--- src/sv/llepd_pkg.sv ---
// ----------------------------------------------------------------------------
// llepd_pkg
// Types, codes and constants shared by the login line editor modules.
// ----------------------------------------------------------------------------
package llepd_pkg;

  localparam int unsigned NAME_CAP = 32;
  localparam int unsigned IDX_W    = $clog2(NAME_CAP);
  localparam int unsigned CNT_W    = 6;
  localparam int unsigned CHAR_W   = 7;
  localparam int unsigned BYTE_W   = 8;

  // character codes
  localparam logic [CHAR_W-1:0] CH_CTRL_D = 7'd4;
  localparam logic [CHAR_W-1:0] CH_BS     = 7'd8;
  localparam logic [CHAR_W-1:0] CH_NL     = 7'd10;
  localparam logic [CHAR_W-1:0] CH_CR     = 7'd13;
  localparam logic [CHAR_W-1:0] CH_CTRL_U = 7'd21;
  localparam logic [CHAR_W-1:0] CH_SPACE  = 7'd32;
  localparam logic [CHAR_W-1:0] CH_HASH   = 7'd35;
  localparam logic [CHAR_W-1:0] CH_AT     = 7'd64;
  localparam logic [CHAR_W-1:0] CH_TILDE  = 7'd126;
  localparam logic [CHAR_W-1:0] CH_DEL    = 7'd127;

  typedef enum logic [2:0] {
    KIND_ECHO     = 3'd0,
    KIND_ERASE    = 3'd1,
    KIND_NAME     = 3'd2,
    KIND_DONE     = 3'd3,
    KIND_REPROMPT = 3'd4,
    KIND_HANGUP   = 3'd5,
    KIND_ABORT    = 3'd6
  } kind_e;

  typedef enum logic [2:0] {
    CLS_EOL,
    CLS_ERASE,
    CLS_KILL,
    CLS_HANGUP,
    CLS_PRINT,
    CLS_IGNORE
  } cls_e;

  typedef enum logic [2:0] {
    ST_IDLE,
    ST_DECODE,
    ST_NAME,
    ST_DONE,
    ST_KILL
  } state_e;

  typedef struct packed {
    logic  load;
    logic  emit;
    kind_e kind;
    logic  last;
    logic  store_wr;
    logic  cnt_dec;
    logic  learn_erase;
    logic  learn_kill;
    logic  sess_rst;
    logic  idx_inc;
    logic  idx_clr;
  } cmd_t;

  typedef struct packed {
    cls_e cls;
    logic cnt_zero;
    logic cnt_one;
    logic full;
    logic name_last;
    logic slot_free;
  } sts_t;

endpackage

--- src/sv/login_line_editor_parity_detect_top.sv ---
// ----------------------------------------------------------------------------
// login_line_editor_parity_detect_top
// Login-name line editor with parity detection on received terminal bytes.
// ----------------------------------------------------------------------------
// Sequence: a request is taken in idle and decoded in the decode state, which
//   registers at most one result; a kill walks the kill state and a line end the
//   name and done states, emitting one result per cycle while the output slot
//   is free, name characters read from the name store read port. A new byte is
//   taken only once the sequencer is back in idle.
// Reset: asynchronous, clears the sequencer, session registers and output
//   valid; the name store is not cleared and is only read where written.
module login_line_editor_parity_detect_top (
  input  logic                          clk_i,
  input  logic                          rst_ni,
  input  logic                          in_valid_i,
  output logic                          in_ready_o,
  input  logic [llepd_pkg::BYTE_W-1:0]  rx_byte_i,
  output logic                          out_valid_o,
  input  logic                          out_ready_i,
  output logic [2:0]                    kind_o,
  output logic [llepd_pkg::BYTE_W-1:0]  data_o,
  output logic [1:0]                    erase_variant_o,
  output logic [llepd_pkg::CHAR_W-1:0]  eol_char_o,
  output logic [llepd_pkg::CHAR_W-1:0]  erase_char_o,
  output logic [llepd_pkg::CHAR_W-1:0]  kill_char_o,
  output logic [1:0]                    parity_seen_o,
  output logic [llepd_pkg::CNT_W-1:0]   name_length_o,
  output logic                          last_o
);

  llepd_pkg::cmd_t cmd;
  llepd_pkg::sts_t sts;

  llepd_ctrl u_ctrl (
    .clk_i      (clk_i),
    .rst_ni     (rst_ni),
    .in_valid_i (in_valid_i),
    .in_ready_o (in_ready_o),
    .sts_i      (sts),
    .cmd_o      (cmd)
  );

  llepd_dpath u_dpath (
    .clk_i           (clk_i),
    .rst_ni          (rst_ni),
    .cmd_i           (cmd),
    .sts_o           (sts),
    .rx_byte_i       (rx_byte_i),
    .out_valid_o     (out_valid_o),
    .out_ready_i     (out_ready_i),
    .kind_o          (kind_o),
    .data_o          (data_o),
    .erase_variant_o (erase_variant_o),
    .eol_char_o      (eol_char_o),
    .erase_char_o    (erase_char_o),
    .kill_char_o     (kill_char_o),
    .parity_seen_o   (parity_seen_o),
    .name_length_o   (name_length_o),
    .last_o          (last_o)
  );

endmodule

--- src/sv/llepd_dpath.sv ---
// ----------------------------------------------------------------------------
// llepd_dpath
// Session registers, name store, byte classifier and result register.
// ----------------------------------------------------------------------------
module llepd_dpath (
  input  logic                          clk_i,
  input  logic                          rst_ni,
  input  llepd_pkg::cmd_t               cmd_i,
  output llepd_pkg::sts_t               sts_o,
  input  logic [llepd_pkg::BYTE_W-1:0]  rx_byte_i,
  output logic                          out_valid_o,
  input  logic                          out_ready_i,
  output logic [2:0]                    kind_o,
  output logic [llepd_pkg::BYTE_W-1:0]  data_o,
  output logic [1:0]                    erase_variant_o,
  output logic [llepd_pkg::CHAR_W-1:0]  eol_char_o,
  output logic [llepd_pkg::CHAR_W-1:0]  erase_char_o,
  output logic [llepd_pkg::CHAR_W-1:0]  kill_char_o,
  output logic [1:0]                    parity_seen_o,
  output logic [llepd_pkg::CNT_W-1:0]   name_length_o,
  output logic                          last_o
);

  logic [llepd_pkg::BYTE_W-1:0] byte_q;
  logic [llepd_pkg::CHAR_W-1:0] chr;
  logic [llepd_pkg::CNT_W-1:0]  count_q, count_d;
  logic [llepd_pkg::CHAR_W-1:0] erase_q, erase_d;
  logic [llepd_pkg::CHAR_W-1:0] kill_q, kill_d;
  logic [1:0]                   parity_q, parity_d;
  logic [llepd_pkg::IDX_W-1:0]  rd_idx_q, rd_idx_d;
  logic [llepd_pkg::CHAR_W-1:0] rd_data_q;
  logic [llepd_pkg::CHAR_W-1:0] store [llepd_pkg::NAME_CAP];
  logic [1:0]                   parity_new;
  llepd_pkg::cls_e              cls;

  logic                         out_valid_q, out_valid_d;
  llepd_pkg::kind_e             kind_q;
  logic [llepd_pkg::BYTE_W-1:0] data_q, data_d;
  logic [1:0]                   variant_q;
  logic [llepd_pkg::CHAR_W-1:0] eol_q, erase_out_q, kill_out_q;
  logic [1:0]                   parity_out_q;
  logic [llepd_pkg::CNT_W-1:0]  length_q, length_d;
  logic                         last_q;

  assign chr = byte_q[llepd_pkg::CHAR_W-1:0];

  // classify the held byte
  always_comb begin
    unique case (chr) inside
      llepd_pkg::CH_CR, llepd_pkg::CH_NL:                   cls = llepd_pkg::CLS_EOL;
      llepd_pkg::CH_BS, llepd_pkg::CH_DEL, llepd_pkg::CH_HASH: cls = llepd_pkg::CLS_ERASE;
      llepd_pkg::CH_CTRL_U, llepd_pkg::CH_AT:               cls = llepd_pkg::CLS_KILL;
      llepd_pkg::CH_CTRL_D:                                 cls = llepd_pkg::CLS_HANGUP;
      default: begin
        if (chr >= llepd_pkg::CH_SPACE && chr <= llepd_pkg::CH_TILDE) begin
          cls = llepd_pkg::CLS_PRINT;
        end else begin
          cls = llepd_pkg::CLS_IGNORE;
        end
      end
    endcase
  end

  assign sts_o.cls       = cls;
  assign sts_o.cnt_zero  = (count_q == '0);
  assign sts_o.cnt_one   = (count_q == llepd_pkg::CNT_W'(1));
  assign sts_o.full      = (count_q >= llepd_pkg::CNT_W'(llepd_pkg::NAME_CAP - 1));
  assign sts_o.name_last = (llepd_pkg::CNT_W'(rd_idx_q) + llepd_pkg::CNT_W'(1) == count_q);
  assign sts_o.slot_free = !out_valid_q || out_ready_i;

  // parity of incoming byte: one plus the ones in the low 7 bits
  assign parity_new = (^rx_byte_i[llepd_pkg::CHAR_W-1:0]) ? 2'b10 : 2'b01;

  always_comb begin
    count_d  = count_q;
    erase_d  = erase_q;
    kill_d   = kill_q;
    parity_d = parity_q;
    rd_idx_d = rd_idx_q;
    if (cmd_i.load && rx_byte_i[llepd_pkg::BYTE_W-1]) begin
      parity_d = parity_q | parity_new;
    end
    if (cmd_i.learn_erase) begin
      erase_d = chr;
    end
    if (cmd_i.learn_kill) begin
      kill_d = chr;
    end
    if (cmd_i.store_wr) begin
      count_d = count_q + llepd_pkg::CNT_W'(1);
    end else if (cmd_i.cnt_dec) begin
      count_d = count_q - llepd_pkg::CNT_W'(1);
    end
    if (cmd_i.sess_rst) begin
      count_d  = '0;
      erase_d  = llepd_pkg::CH_DEL;
      kill_d   = llepd_pkg::CH_CTRL_U;
      parity_d = '0;
    end
    if (cmd_i.idx_clr) begin
      rd_idx_d = '0;
    end else if (cmd_i.idx_inc) begin
      rd_idx_d = rd_idx_q + llepd_pkg::IDX_W'(1);
    end
  end

  always_ff @(posedge clk_i or negedge rst_ni) begin
    if (!rst_ni) begin
      count_q  <= '0;
      erase_q  <= llepd_pkg::CH_DEL;
      kill_q   <= llepd_pkg::CH_CTRL_U;
      parity_q <= '0;
      rd_idx_q <= '0;
    end else begin
      count_q  <= count_d;
      erase_q  <= erase_d;
      kill_q   <= kill_d;
      parity_q <= parity_d;
      rd_idx_q <= rd_idx_d;
    end
  end

  always_ff @(posedge clk_i) begin
    if (cmd_i.load) begin
      byte_q <= rx_byte_i;
    end
  end

  // name store: one write port, one registered read port
  always_ff @(posedge clk_i) begin
    if (cmd_i.store_wr) begin
      store[count_q[llepd_pkg::IDX_W-1:0]] <= chr;
    end
    rd_data_q <= store[rd_idx_d];
  end

  // result register
  always_comb begin
    case (cmd_i.kind)
      llepd_pkg::KIND_ECHO: data_d = byte_q;
      llepd_pkg::KIND_NAME: data_d = {1'b0, rd_data_q};
      default:              data_d = '0;
    endcase
    if (cmd_i.store_wr) begin
      length_d = count_q + llepd_pkg::CNT_W'(1);
    end else if (cmd_i.cnt_dec) begin
      length_d = count_q - llepd_pkg::CNT_W'(1);
    end else begin
      length_d = count_q;
    end
    if (cmd_i.emit) begin
      out_valid_d = 1'b1;
    end else if (out_ready_i) begin
      out_valid_d = 1'b0;
    end else begin
      out_valid_d = out_valid_q;
    end
  end

  always_ff @(posedge clk_i or negedge rst_ni) begin
    if (!rst_ni) begin
      out_valid_q <= 1'b0;
    end else begin
      out_valid_q <= out_valid_d;
    end
  end

  always_ff @(posedge clk_i) begin
    if (cmd_i.emit) begin
      kind_q       <= cmd_i.kind;
      data_q       <= data_d;
      variant_q    <= (cmd_i.kind == llepd_pkg::KIND_ERASE) ? parity_q : 2'b00;
      eol_q        <= (cmd_i.kind == llepd_pkg::KIND_DONE) ? chr : '0;
      erase_out_q  <= cmd_i.learn_erase ? chr : erase_q;
      kill_out_q   <= kill_q;
      parity_out_q <= parity_q;
      length_q     <= length_d;
      last_q       <= cmd_i.last;
    end
  end

  assign out_valid_o     = out_valid_q;
  assign kind_o          = kind_q;
  assign data_o          = data_q;
  assign erase_variant_o = variant_q;
  assign eol_char_o      = eol_q;
  assign erase_char_o    = erase_out_q;
  assign kill_char_o     = kill_out_q;
  assign parity_seen_o   = parity_out_q;
  assign name_length_o   = length_q;
  assign last_o          = last_q;

`ifndef SYNTHESIS
  a_count_cap: assert property (@(posedge clk_i) disable iff (!rst_ni)
    count_q <= llepd_pkg::CNT_W'(llepd_pkg::NAME_CAP - 1))
    else $error("name count beyond store capacity");

  a_no_overwrite: assert property (@(posedge clk_i) disable iff (!rst_ni)
    !(cmd_i.emit && out_valid_q && !out_ready_i))
    else $error("result register overwritten while stalled");

  a_idx_in_range: assert property (@(posedge clk_i) disable iff (!rst_ni)
    cmd_i.idx_inc |-> (llepd_pkg::CNT_W'(rd_idx_q) < count_q))
    else $error("name readout past stored length");

  a_sess_rst: assert property (@(posedge clk_i) disable iff (!rst_ni)
    cmd_i.sess_rst |=> (count_q == '0 && parity_q == '0))
    else $error("session not cleared");
`endif

endmodule

--- src/sv/llepd_ctrl.sv ---
// ----------------------------------------------------------------------------
// llepd_ctrl
// Sequencer: takes a request, dispatches it, walks name readout and kill.
// ----------------------------------------------------------------------------
module llepd_ctrl (
  input  logic            clk_i,
  input  logic            rst_ni,
  input  logic            in_valid_i,
  output logic            in_ready_o,
  input  llepd_pkg::sts_t sts_i,
  output llepd_pkg::cmd_t cmd_o
);

  llepd_pkg::state_e state_q, state_d;

  always_ff @(posedge clk_i or negedge rst_ni) begin
    if (!rst_ni) begin
      state_q <= llepd_pkg::ST_IDLE;
    end else begin
      state_q <= state_d;
    end
  end

  // next state
  always_comb begin
    state_d = state_q;
    unique case (state_q)
      llepd_pkg::ST_IDLE: begin
        if (in_valid_i) begin
          state_d = llepd_pkg::ST_DECODE;
        end
      end
      llepd_pkg::ST_DECODE: begin
        case (sts_i.cls)
          llepd_pkg::CLS_EOL: begin
            if (!sts_i.cnt_zero) begin
              state_d = llepd_pkg::ST_NAME;
            end else if (sts_i.slot_free) begin
              state_d = llepd_pkg::ST_IDLE;
            end
          end
          llepd_pkg::CLS_ERASE, llepd_pkg::CLS_HANGUP, llepd_pkg::CLS_PRINT: begin
            if (sts_i.slot_free || (sts_i.cls == llepd_pkg::CLS_ERASE && sts_i.cnt_zero)) begin
              state_d = llepd_pkg::ST_IDLE;
            end
          end
          llepd_pkg::CLS_KILL: begin
            state_d = sts_i.cnt_zero ? llepd_pkg::ST_IDLE : llepd_pkg::ST_KILL;
          end
          default: state_d = llepd_pkg::ST_IDLE;
        endcase
      end
      llepd_pkg::ST_NAME: begin
        if (sts_i.slot_free && sts_i.name_last) begin
          state_d = llepd_pkg::ST_DONE;
        end
      end
      llepd_pkg::ST_DONE: begin
        if (sts_i.slot_free) begin
          state_d = llepd_pkg::ST_IDLE;
        end
      end
      llepd_pkg::ST_KILL: begin
        if (sts_i.slot_free && sts_i.cnt_one) begin
          state_d = llepd_pkg::ST_IDLE;
        end
      end
      default: state_d = llepd_pkg::ST_IDLE;
    endcase
  end

  // outputs
  always_comb begin
    cmd_o      = '0;
    cmd_o.kind = llepd_pkg::KIND_ECHO;
    in_ready_o = 1'b0;
    unique case (state_q)
      llepd_pkg::ST_IDLE: begin
        in_ready_o = 1'b1;
        cmd_o.load = in_valid_i;
      end
      llepd_pkg::ST_DECODE: begin
        case (sts_i.cls)
          llepd_pkg::CLS_EOL: begin
            if (sts_i.cnt_zero && sts_i.slot_free) begin
              cmd_o.emit = 1'b1;
              cmd_o.kind = llepd_pkg::KIND_REPROMPT;
              cmd_o.last = 1'b1;
            end
          end
          llepd_pkg::CLS_ERASE: begin
            if (sts_i.cnt_zero) begin
              cmd_o.learn_erase = 1'b1;
            end else if (sts_i.slot_free) begin
              cmd_o.learn_erase = 1'b1;
              cmd_o.cnt_dec     = 1'b1;
              cmd_o.emit        = 1'b1;
              cmd_o.kind        = llepd_pkg::KIND_ERASE;
              cmd_o.last        = 1'b1;
            end
          end
          llepd_pkg::CLS_KILL: begin
            cmd_o.learn_kill = 1'b1;
          end
          llepd_pkg::CLS_HANGUP: begin
            if (sts_i.slot_free) begin
              cmd_o.emit     = 1'b1;
              cmd_o.kind     = llepd_pkg::KIND_HANGUP;
              cmd_o.last     = 1'b1;
              cmd_o.sess_rst = 1'b1;
            end
          end
          llepd_pkg::CLS_PRINT: begin
            if (sts_i.slot_free) begin
              cmd_o.emit = 1'b1;
              cmd_o.last = 1'b1;
              if (sts_i.full) begin
                cmd_o.kind     = llepd_pkg::KIND_ABORT;
                cmd_o.sess_rst = 1'b1;
              end else begin
                cmd_o.kind     = llepd_pkg::KIND_ECHO;
                cmd_o.store_wr = 1'b1;
              end
            end
          end
          default: ;
        endcase
      end
      llepd_pkg::ST_NAME: begin
        if (sts_i.slot_free) begin
          cmd_o.emit    = 1'b1;
          cmd_o.kind    = llepd_pkg::KIND_NAME;
          cmd_o.idx_inc = 1'b1;
        end
      end
      llepd_pkg::ST_DONE: begin
        if (sts_i.slot_free) begin
          cmd_o.emit     = 1'b1;
          cmd_o.kind     = llepd_pkg::KIND_DONE;
          cmd_o.last     = 1'b1;
          cmd_o.sess_rst = 1'b1;
          cmd_o.idx_clr  = 1'b1;
        end
      end
      llepd_pkg::ST_KILL: begin
        if (sts_i.slot_free) begin
          cmd_o.emit    = 1'b1;
          cmd_o.kind    = llepd_pkg::KIND_ERASE;
          cmd_o.cnt_dec = 1'b1;
          cmd_o.last    = sts_i.cnt_one;
        end
      end
      default: ;
    endcase
  end

`ifndef SYNTHESIS
  a_load_decode: assert property (@(posedge clk_i) disable iff (!rst_ni)
    cmd_o.load |=> (state_q == llepd_pkg::ST_DECODE))
    else $error("accepted request not decoded");

  a_ready_idle: assert property (@(posedge clk_i) disable iff (!rst_ni)
    in_ready_o |-> !cmd_o.emit)
    else $error("result issued while taking a request");

  a_kill_nonempty: assert property (@(posedge clk_i) disable iff (!rst_ni)
    (state_q == llepd_pkg::ST_KILL) |-> !sts_i.cnt_zero)
    else $error("kill walk on empty name");
`endif

endmodule
--- config.mk ---
export PLATFORM = sky130hd
export DESIGN_NAME = login_line_editor_parity_detect_top
export DESIGN_NICKNAME = d
export VERILOG_FILES = /design/src/sv/llepd_pkg.sv /design/src/sv/login_line_editor_parity_detect_top.sv /design/src/sv/llepd_dpath.sv /design/src/sv/llepd_ctrl.sv
export SDC_FILE = /design/constraint.sdc
export NUM_CORES = 1
export LEC_CHECK = 0
export BUFFER_PORTS_ARGS = -buffer_cell sky130_fd_sc_hd__buf_4
export CORE_ASPECT_RATIO = 1.5
export CORE_MARGIN = 5
export CORE_UTILIZATION = 39
export DETAILED_ROUTE_END_ITERATION = 12
export SLEW_MARGIN = 5
export SYNTH_ARGS = -nofsm -noshare
export SYNTH_HDL_FRONTEND = slang
export SYNTH_SLANG_ARGS = --single-unit
--- constraint.sdc ---
create_clock -name clk_i -period 6.58 [get_ports clk_i]
set_input_delay 1.316 -clock clk_i [delete_from_list [all_inputs] [get_ports clk_i]]
set_output_delay 1.316 -clock clk_i [all_outputs]
set_load 0.02 [all_outputs]
==> results of run 1 <==
-- power by group through the flow --
| stage | Combinational [mW] | Clock (mW) | Sequential (mW) |
|---|---|---|---|
| final | 1.62 | 1.48 | 2.70 |
| after global routing | 1.76 | 1.59 | 2.73 |
| after detailed placement | 1.63 | 0 | 2.75 |
| after global placement | 1.61 | 0 | 2.74 |
| after floorplan | 1.01 | 0 | 2.79 |
| after CTS | 1.64 | 1.52 | 2.71 |
-- per-stage QoR --
stage | area, um2 | setup slack [ps] | cells | hold slack [ps]
floorplan | 13000 | 3110 | 974 | 417
global placement | 13800 | 1750 | 1404 | 433
detailed placement | 13800 | 1720 | 1404 | 426
CTS | 14600 | 2270 | 1453 | 443
global route | 14600 | 2050 | 1453 | 456
finish | 14600 | 2230 | 1453 | 439
-- cell type report --
| type | count | area (um2) |
|---|---|---|
| fillers | 2983 | 18500 |
| flip-flops and latches | 313 | 9190 |
| multi-input cells | 589 | 3520 |
| clock buffers | 40 | 767 |
| repair buffers | 72 | 541 |
| well taps | 420 | 526 |
| clock inverters | 9 | 43.8 |
| inverters | 10 | 37.5 |
-- layout by cell type, fill, tap and decap left out, drive strengths merged, types with 3 or more instances in the layout --
master	instances
clkinv	8
a21oi	8
ha	5
nor2b	6
or3	3
nand4	3
or3b	3
dfxtp	7
mux2	7
a31oi	58
nand3b	3
inv	10
nor3	12
nand2	137
dfstp	10
and4	3
xnor2	11
a22o	8
nand3	19
o22ai	29
mux2i	4
and2	13
o21ai	7
nand2b	6
clkbuf	40
conb	7
dfrtp	21
buf	72
nor4	12
nor2	54
xor2	3
a211oi	62
edfxtp	275
or2	6
and3	70
-- logic make-up after synthesis --
family	count (synthesis)
compound gates	193
fa+ha+maj	5
mux	11
xor+xnor	14
buf+inv	72
simple gates	359
other cells	1
flops	313
-- worst max-delay path: stages --
cell      delay [ps]
buf_4            110
nor2b_1          550
o21ai_2          120
buf_4            300
and2_2           260
inv_2            720
buf_4            440
a211oi_1         130
a31oi_1          270
o22ai_1          220
nor4_1           330
-- metal layers --
layer  up-vias  global-route usage (%)  part of all wire (%)  wire length (um)
li1       3777                       -                     -                 -
met1      4033                    18.3                    36             11700
met2       277                    32.9                    55             17900
met3        64                    2.12                   4.9              1600
met4         0                    8.67                   4.9              1600
met5         -                       0                     0                 0
-- synth_stat cells, types with 4 or more instances --
library cell | n | area (um2)
a22o_1 | 7 | 61.3
a31oi_1 | 58 | 363
buf_4 | 9 | 67.6
and2_1 | 12 | 75.1
or2_2 | 6 | 37.5
and3_1 | 68 | 425
edfxtp_1 | 275 | 8260
xnor2_1 | 11 | 96.3
buf_2 | 11 | 55.1
nor2_1 | 53 | 199
dfrtp_1 | 21 | 526
nand2b_1 | 6 | 37.5
nor4_1 | 11 | 68.8
clkbuf_1 | 39 | 146
dfxtp_1 | 7 | 140
a211oi_1 | 61 | 458
mux2i_1 | 4 | 40.0
nor3_1 | 12 | 60.1
a21oi_1 | 8 | 40.0
nand2_1 | 137 | 514
inv_1 | 9 | 33.8
ha_1 | 5 | 62.6
o21ai_0 | 7 | 35.0
o22ai_1 | 29 | 181
nand3_1 | 19 | 95.1
mux2_2 | 7 | 78.8
dfstp_2 | 10 | 263
nor2b_1 | 5 | 31.3
-- final timing paths --
path	from	end	slack, ps
worst max-delay path	out_ready_i	u_dpath.rd_data_q[5]	2230
worst min-delay path	u_dpath.kill_q[1]	u_dpath.kill_char_o[1]	440
worst max register to register	u_dpath.out_valid_o	u_dpath.rd_data_q[5]	2720
worst min register to register	u_dpath.kill_q[1]	u_dpath.kill_char_o[1]	440
max in group asynchronous	rst_ni	u_dpath.kill_q[2]	5530
min in group asynchronous	rst_ni	u_dpath.rd_idx_q[2]	700
-- registers in the layout, summed over array words and instances (netlist names), 2 cells and up --
signal and flops:
u_dpath.store 224, u_dpath.byte_q 8, u_dpath.data_o 8, u_dpath.eol_char_o 7, u_dpath.erase_char_o 7, u_dpath.erase_q 7
u_dpath.kill_char_o 7, u_dpath.kill_q 7, u_dpath.rd_data_q 7, u_dpath.count_q 6, u_dpath.name_length_o 6, u_dpath.rd_idx_q 5
u_ctrl.state_q 3, u_dpath.kind_o 3, u_dpath.erase_variant_o 2, u_dpath.parity_q 2, u_dpath.parity_seen_o 2
==> impl_metrics.tcl, run 1 <==
set metrics [dict create \
    synth-compound-area-share_pct 10.5 \
    reg2reg_depth 10 \
    drt-wirelength-per-cell_um 22.6 \
    die_area_um2 37200 \
    start_kind "input port" \
    diodes 0 \
    synth_top_family_by_area "simple AND/OR/NAND/NOR gates" \
    core-area_um2 33100 \
    hold-path-cell-count 0 \
    synthXorXnorAreaFrac_pct 0.943 \
    ys_types 73 \
    synth-edff-count 275 \
    ys_dominant_reg_cell "edfxtp_1" \
    synth_simple_gate_area_share_pct 13.8 \
    cts_tree "yes" \
    clk_pin_slew_ps 70 \
    yosysSeqAreaShare_pct 70.7 \
    nets 1031 \
    p_int_mw 3.87 \
    synthCells 968 \
    ys_async_sr_fraction_pct 9.90 \
    finalSetupViolCount 0 \
    grt_max_degree 58 \
    crit_required_ps 7040 \
    drt-total-wl_mm 32.8 \
    grt_pass1_wl_mm 49.2 \
    drt-initial-drc-count 518 \
    globalplace.congestion 0.885 \
    post_cts_buffers 0 \
    switchingPower_mw 1.93 \
    avgSynthCellArea_um2 13.4 \
    slew_headroom_pct 13.7 \
    powerDensity_nw_per_um2 397 \
    sw_frac_of_total_pct 33.3 \
    clock_path_buffers 3 \
    worst_pin_slew_ps 1280 \
    synthToLayoutAreaGrowth_pct 12.5 \
    ir_drop_uv 231 \
    muxShareOfSynthArea_pct 0.914 \
    die_h_um 234 \
    via_per_inst 5.61 \
    synth_fa_ha_area_share_pct 0.481 \
    clk_latency_ps 560 \
    critPathKind "in -> reg" \
    vias 8151 \
    yosysWarnings 0 \
    drc_errors 0 \
    drt-pass1-iter-count 6 \
    status "completed" \
    antenna_left 0 \
    fmax_mhz 230 \
    cts.sink_count 313 \
    post-route-util_pct 44.1 \
    cap_violations 0 \
    root_buffer "clkbuf_16" \
    port_buffers 56 \
    power_frac_seq_pct 46.5 \
    h-tree-depth 1 \
    netlist_area_um2 13000 \
    io_pins 57 \
    layout-drive-gt1-share_pct 14.5 \
    hold_buffers 0 \
    total_power_mw 5.81 \
    hold_viol_final 0 \
    p_leak_nw 5.14 \
    dpl.hpwl_mm 21.5 \
    period_needed_ps 4350 \
    endpoint_kind "flop" \
    clkPwrFrac_pct 25.6 \
    fin_setup_tns_ps 0 \
    initial_core_util_pct 39.2 \
    rsz0062_at_grt "false" \
    hold_path_class "reg -> reg" \
    die_w_um 159 \
    numCtsBuffers 28 \
    combPwrFrac_pct 27.9 \
    crit_arrival_ps 4810 \
    cts_resized 0 \
    synth-seq-cells 313 \
    grt_pass1_vias 8254 \
    cp_max_fo 57 \
    grt_overflow 0 \
    rows 82 \
    finalCritPeriodShare_pct 66.1 \
    antenna_found_initial 0 \
    maxSlewViolCount 0 \
    grt_usage_pct 17.1 \
    fin_skew_ps 11.4 \
]
Note: power is estimated with default switching activity, not from simulation.
==> inputs of run 2 (changes only) <==
==> constraint.sdc (replaced) <==
create_clock -name clk_i -period 3.5 [get_ports clk_i]
set_input_delay 0.7 -clock clk_i [delete_from_list [all_inputs] [get_ports clk_i]]
set_output_delay 0.7 -clock clk_i [all_outputs]
set_load 0.02 [all_outputs]
==> run 2 against run 1 <==
Against the previous run:
- largest power group unchanged
- worst setup slack lost 1900 ps
- via count grew 1.0%
- core utilization grew 1.3 points
- clock-buffer cell count shrank 4
- critical path depth shrank 1
- register-to-register slack lost 2400 ps
- non-clock buffer count grew 30
- sequential share of layout area shrank 1.7 points
- first-iteration DRC count grew 6.6%
- global-route usage grew 0.46 points
- worst hold slack lost 350 ps
- design area grew 2.9%
==> impl_metrics.tcl, run 2 (same netlist as run 1, synthesis figures left out) <==
set metrics [dict create \
    worst_hold_slack_ps 86.6 \
    clk_pin_slew_ps 70 \
    sw_frac_of_total_pct 32.8 \
    drt-total-wl_mm 33.2 \
    io_pins 57 \
    fmax_mhz 318 \
    hold_buffers 0 \
    die_h_um 234 \
    rsz0062_at_grt "false" \
    start_kind "flop" \
    cts.sink_count 313 \
    largest_reg_flops 224 \
    status "completed" \
    synthToLayoutAreaGrowth_pct 15.7 \
    die_w_um 159 \
    r2r_setup_slack_ps 350 \
    drt-wirelength-per-cell_um 22.4 \
    numCtsBuffers 28 \
    antenna_left 0 \
    clock_path_buffers 3 \
    cp_max_fo 30 \
    layout_commonest_cell "edfxtp_1" \
    hold_path_class "in -> async" \
    grt_pass1_wl_mm 51.2 \
    dpl.hpwl_mm 21.6 \
    crit_arrival_ps 3550 \
    hold_viol_final 0 \
    finalSetupViolCount 0 \
    setup_slack_ps 354 \
    via_per_inst 5.55 \
    worst_pin_slew_ps 1180 \
    combPwrFrac_pct 28.7 \
    h-tree-depth 1 \
    grt_max_degree 66 \
    vias 8236 \
    final_cell_mix "275 x edfxtp_1, 136 x nand2_1, 97 x buf_4" \
    diodes 0 \
    endpoint_kind "flop" \
    fin_skew_ps 17.4 \
    core-area_um2 33100 \
    root_buffer "clkbuf_16" \
    crit_required_ps 3910 \
    slew_headroom_pct 20.6 \
    fin_setup_tns_ps 0 \
    period_needed_ps 3150 \
    powerDensity_nw_per_um2 758 \
    port_buffers 56 \
    layout-drive-gt1-share_pct 17.9 \
    p_leak_nw 5.39 \
    power_frac_seq_pct 43.8 \
    p_int_mw 7.66 \
    rows 82 \
    maxSlewViolCount 0 \
    globalplace.congestion 0.848 \
    clkPwrFrac_pct 27.5 \
    ir_drop_uv 437 \
    drt-initial-drc-count 552 \
    grt_pass1_vias 8425 \
    grt_overflow 0 \
    nets 1061 \
    pre_cts_slack_ps -5.47 \
    cts_tree "yes" \
    fill_cells 2973 \
    finalCritPeriodShare_pct 89.9 \
    drt-pass1-iter-count 5 \
    drc_errors 0 \
    die_area_um2 37200 \
    cts_resized 0 \
    grt_usage_pct 17.6 \
    cap_violations 0 \
    post_cts_buffers 0 \
    initial_core_util_pct 39.2 \
    clk_latency_ps 560 \
    antenna_found_initial 0 \
    switchingPower_mw 3.73 \
    critPathKind "reg -> reg" \
]
==> run 2: critical path, stage by stage (launching register included) <==
cell	delay, ps
dfrtp_1	480
ha_1	270
nor2b_1	190
a31oi_1	140
o2bb2ai_4	550
buf_12	260
buf_12	190
a211oi_1	70
a31oi_1	250
o22ai_1	130
nor4_1	430
==> run 2: final cells by class <==
type	instances	area (um2)	area share [%]
sequential	313	9190	61.1
multi-input combinational	589	3530	23.5
timing repair buffer	102	828	5.51
clock buffer	36	782	5.20
tap	420	526	3.49
clock inverter	15	154	1.02
inverter	10	37.5	0.250
==> run 2: final timing paths <==
path                                          start                      to  cells after the start
worst min-delay path                         rst_ni       u_ctrl.state_q[0]                      1
min in group clk_i                     rx_byte_i[0]       u_dpath.byte_q[0]                      1
max in group asynchronous                    rst_ni      u_dpath.erase_q[3]                      1
worst max register to register  u_dpath.rd_idx_q[0]    u_dpath.rd_data_q[1]                     10
worst max-delay path            u_dpath.rd_idx_q[0]    u_dpath.rd_data_q[1]                     10
worst min register to register    u_dpath.kill_q[1]  u_dpath.kill_char_o[1]                      0
==> run 2: through the flow <==
stage / total power, mW / std cells / utilization, % / cell area (um2)
final: 11.4 / 1485 / 45.4 / 15000
after global routing: 11.9 / 1485 / 45.4 / 15000
after CTS: 11.5 / 1485 / 45.4 / 15000
after detailed placement: 8.38 / 1434 / 42.6 / 14100
after global placement: 8.33 / 1434 / 42.6 / 14100
after floorplan: 7.14 / 974 / - / 13000
==> run 2: metal layers <==
layer / up-vias / share of wire (%) / GRT usage [%]
met5: - / 0 / 0
met4: 0 / 3.7 / 7.20
met3: 51 / 4.2 / 2.15
met2: 215 / 54 / 32.6
met1: 4127 / 38 / 20.7
li1: 3843 / - / -
==> run 2: power by group through the flow <==
| stage | Combinational, mW | Sequential (mW) | Clock [mW] |
|---|---|---|---|
| after floorplan | 1.91 | 5.24 | 0 |
| after global placement | 3.26 | 5.07 | 0 |
| after detailed placement | 3.31 | 5.08 | 0 |
| after CTS | 3.31 | 5.00 | 3.18 |
| after global routing | 3.57 | 5.04 | 3.32 |
| final | 3.27 | 4.99 | 3.13 |
==> inputs of run 3 (changes only) <==
==> constraint.sdc (replaced) <==
create_clock -name clk_i -period 3.76 [get_ports clk_i]
set_input_delay 0.752 -clock clk_i [delete_from_list [all_inputs] [get_ports clk_i]]
set_output_delay 0.752 -clock clk_i [all_outputs]
set_load 0.02 [all_outputs]
==> run 3 against run 2 <==
Against the previous run:
- critical path depth is 2 lower
- non-clock buffer count is 1 lower
- flip-flop and latch count stayed put
- clock-buffer cell count is 2 lower
- global-route usage is 0.53 points lower
- first-iteration DRC count is 4.9% higher
==> impl_metrics.tcl, run 3 (same netlist as run 1, synthesis figures left out) <==
set metrics [dict create \
    cp_max_fo 17 \
    layout_commonest_cell "edfxtp_1" \
    post-route-util_pct 45.5 \
    maxSlewViolCount 0 \
    hold_viol_final 0 \
    finalCritPeriodShare_pct 83.2 \
    vias 8197 \
    synthToLayoutAreaGrowth_pct 15.8 \
    cp_num_buf_inv 1 \
    grt_max_degree 71 \
    nets 1060 \
    clock_path_buffers 3 \
    cts.sink_count 313 \
    period_needed_ps 3130 \
    status "completed" \
    die_w_um 159 \
    rsz0062_at_grt "false" \
    grt_pass1_vias 8184 \
    fill_cells 2944 \
    fin_area_um2 15100 \
    die_area_um2 37200 \
    layout-drive-gt1-share_pct 18.1 \
    worst_pin_slew_ps 715 \
    start_kind "flop" \
    hold_buffers 0 \
    fmax_mhz 320 \
    endpoint_kind "flop" \
    max_stage_delay_ps 560 \
    drt-initial-drc-count 579 \
    seqCellArea_um2 9190 \
    ir_drop_uv 416 \
    clk_pin_slew_ps 70 \
    core-area_um2 33100 \
    diodes 0 \
    worst_hold_slack_ps 134 \
    crit_arrival_ps 3440 \
    grt_pass1_wl_mm 49.7 \
    dpl.hpwl_mm 21.7 \
    cap_violations 0 \
    fin_setup_tns_ps 0 \
    via_per_inst 5.52 \
    dpl_cell_area_um2 14100 \
    h-tree-depth 1 \
    io_pins 57 \
    port_buffers 56 \
    die_h_um 234 \
    drt-pass1-iter-count 5 \
    globalplace.congestion 0.878 \
    root_buffer "clkbuf_16" \
    powerDensity_nw_per_um2 711 \
    fin_skew_ps 10.1 \
    rows 82 \
    path_cells "buf_4 > nor4b_1 > o21ai_0 > nor2_1 > a211oi_1 > a311oi_1 > and2b_1 > a22o_2" \
    antenna_found_initial 0 \
    drc_errors 0 \
    cts_tree "yes" \
    antenna_left 0 \
    largest_reg_flops 224 \
    final_cell_mix "275 x edfxtp_1, 136 x nand2_1, 97 x buf_4" \
    drt-wirelength-per-cell_um 21.9 \
    grt_overflow 0 \
    clk_latency_ps 550 \
    slew_headroom_pct 52.2 \
    grt_usage_pct 17.1 \
    cts_resized 0 \
    cp_slowest_cell "a311oi_1" \
    crit_required_ps 4070 \
    finalSetupViolCount 0 \
    numCtsBuffers 28 \
    hold_path_class "in -> async" \
    drt-total-wl_mm 32.5 \
    initial_core_util_pct 39.2 \
    post_cts_buffers 0 \
    p_leak_nw 5.38 \
    crit_family "compound AO/OA/AOI/OAI gates" \
    critPathKind "reg -> reg" \
    multi_input_area_um2 3520 \
]
[run 3: cell count changes in the layout (fill, tap and decap cells not counted), moves of 2 or more]
cell / delta
clkinv_4: +2
clkinv_1: -2
clkinvlp_4: +4
clkinv_2: -2
[run 3: path summary, 6_finish.rpt]
check                                               to         startpoint  slack [ps]  cells after the start
worst max-delay path                 u_dpath.data_o[0]  u_dpath.byte_q[6]         630                      8
worst min-delay path               u_dpath.rd_idx_q[4]             rst_ni         130                      1
worst max register to register       u_dpath.data_o[0]  u_dpath.byte_q[6]         630                      8
worst min register to register  u_dpath.kill_char_o[3]  u_dpath.kill_q[3]         450                      0
max in group asynchronous            u_dpath.kill_q[4]             rst_ni        3270                      1
min in group clk_i                   u_dpath.byte_q[4]       rx_byte_i[4]         390                      1
[run 3: power by group]
group | switching (mW) | internal, mW
clock network | 1.28 | 1.74
registers | 0.253 | 4.41
logic | 2.01 | 1.03
[run 3: area by class of cell]
class	count	share of cell area, %
Clock buffer	34	5.08
Sequential cell	313	61.0
Multi-Input combinational cell	589	23.4
Tap cell	420	3.49
Inverter	10	0.249
Timing Repair Buffer	101	5.37
Clock inverter	18	1.44
[run 3: layer usage]
metal  vias up  part of all wire (%)  track usage [%]
met5         -                     0                0
met4         0                   3.4             6.05
met3        57                   4.1             1.94
met2       190                    54             32.8
met1      4105                    38             19.5
li1       3845                     -                -
[run 3: per-stage QoR]
| step | total power, mW | instances | setup slack [ps] |
|---|---|---|---|
| after floorplan | 6.65 | 974 | 344 |
| after global routing | 11.2 | 1485 | 527 |
| after global placement | 7.78 | 1433 | 536 |
| after detailed placement | 7.82 | 1433 | 509 |
| final | 10.7 | 1485 | 631 |
| after CTS | 10.8 | 1485 | 661 |
[run 3: worst reg2reg max path: cells and delay by family, from the launching register on]
kind,cells,cell delay [ps]
compound gates,4,1170
flops,1,490
simple gates,3,970
buf+inv,1,250
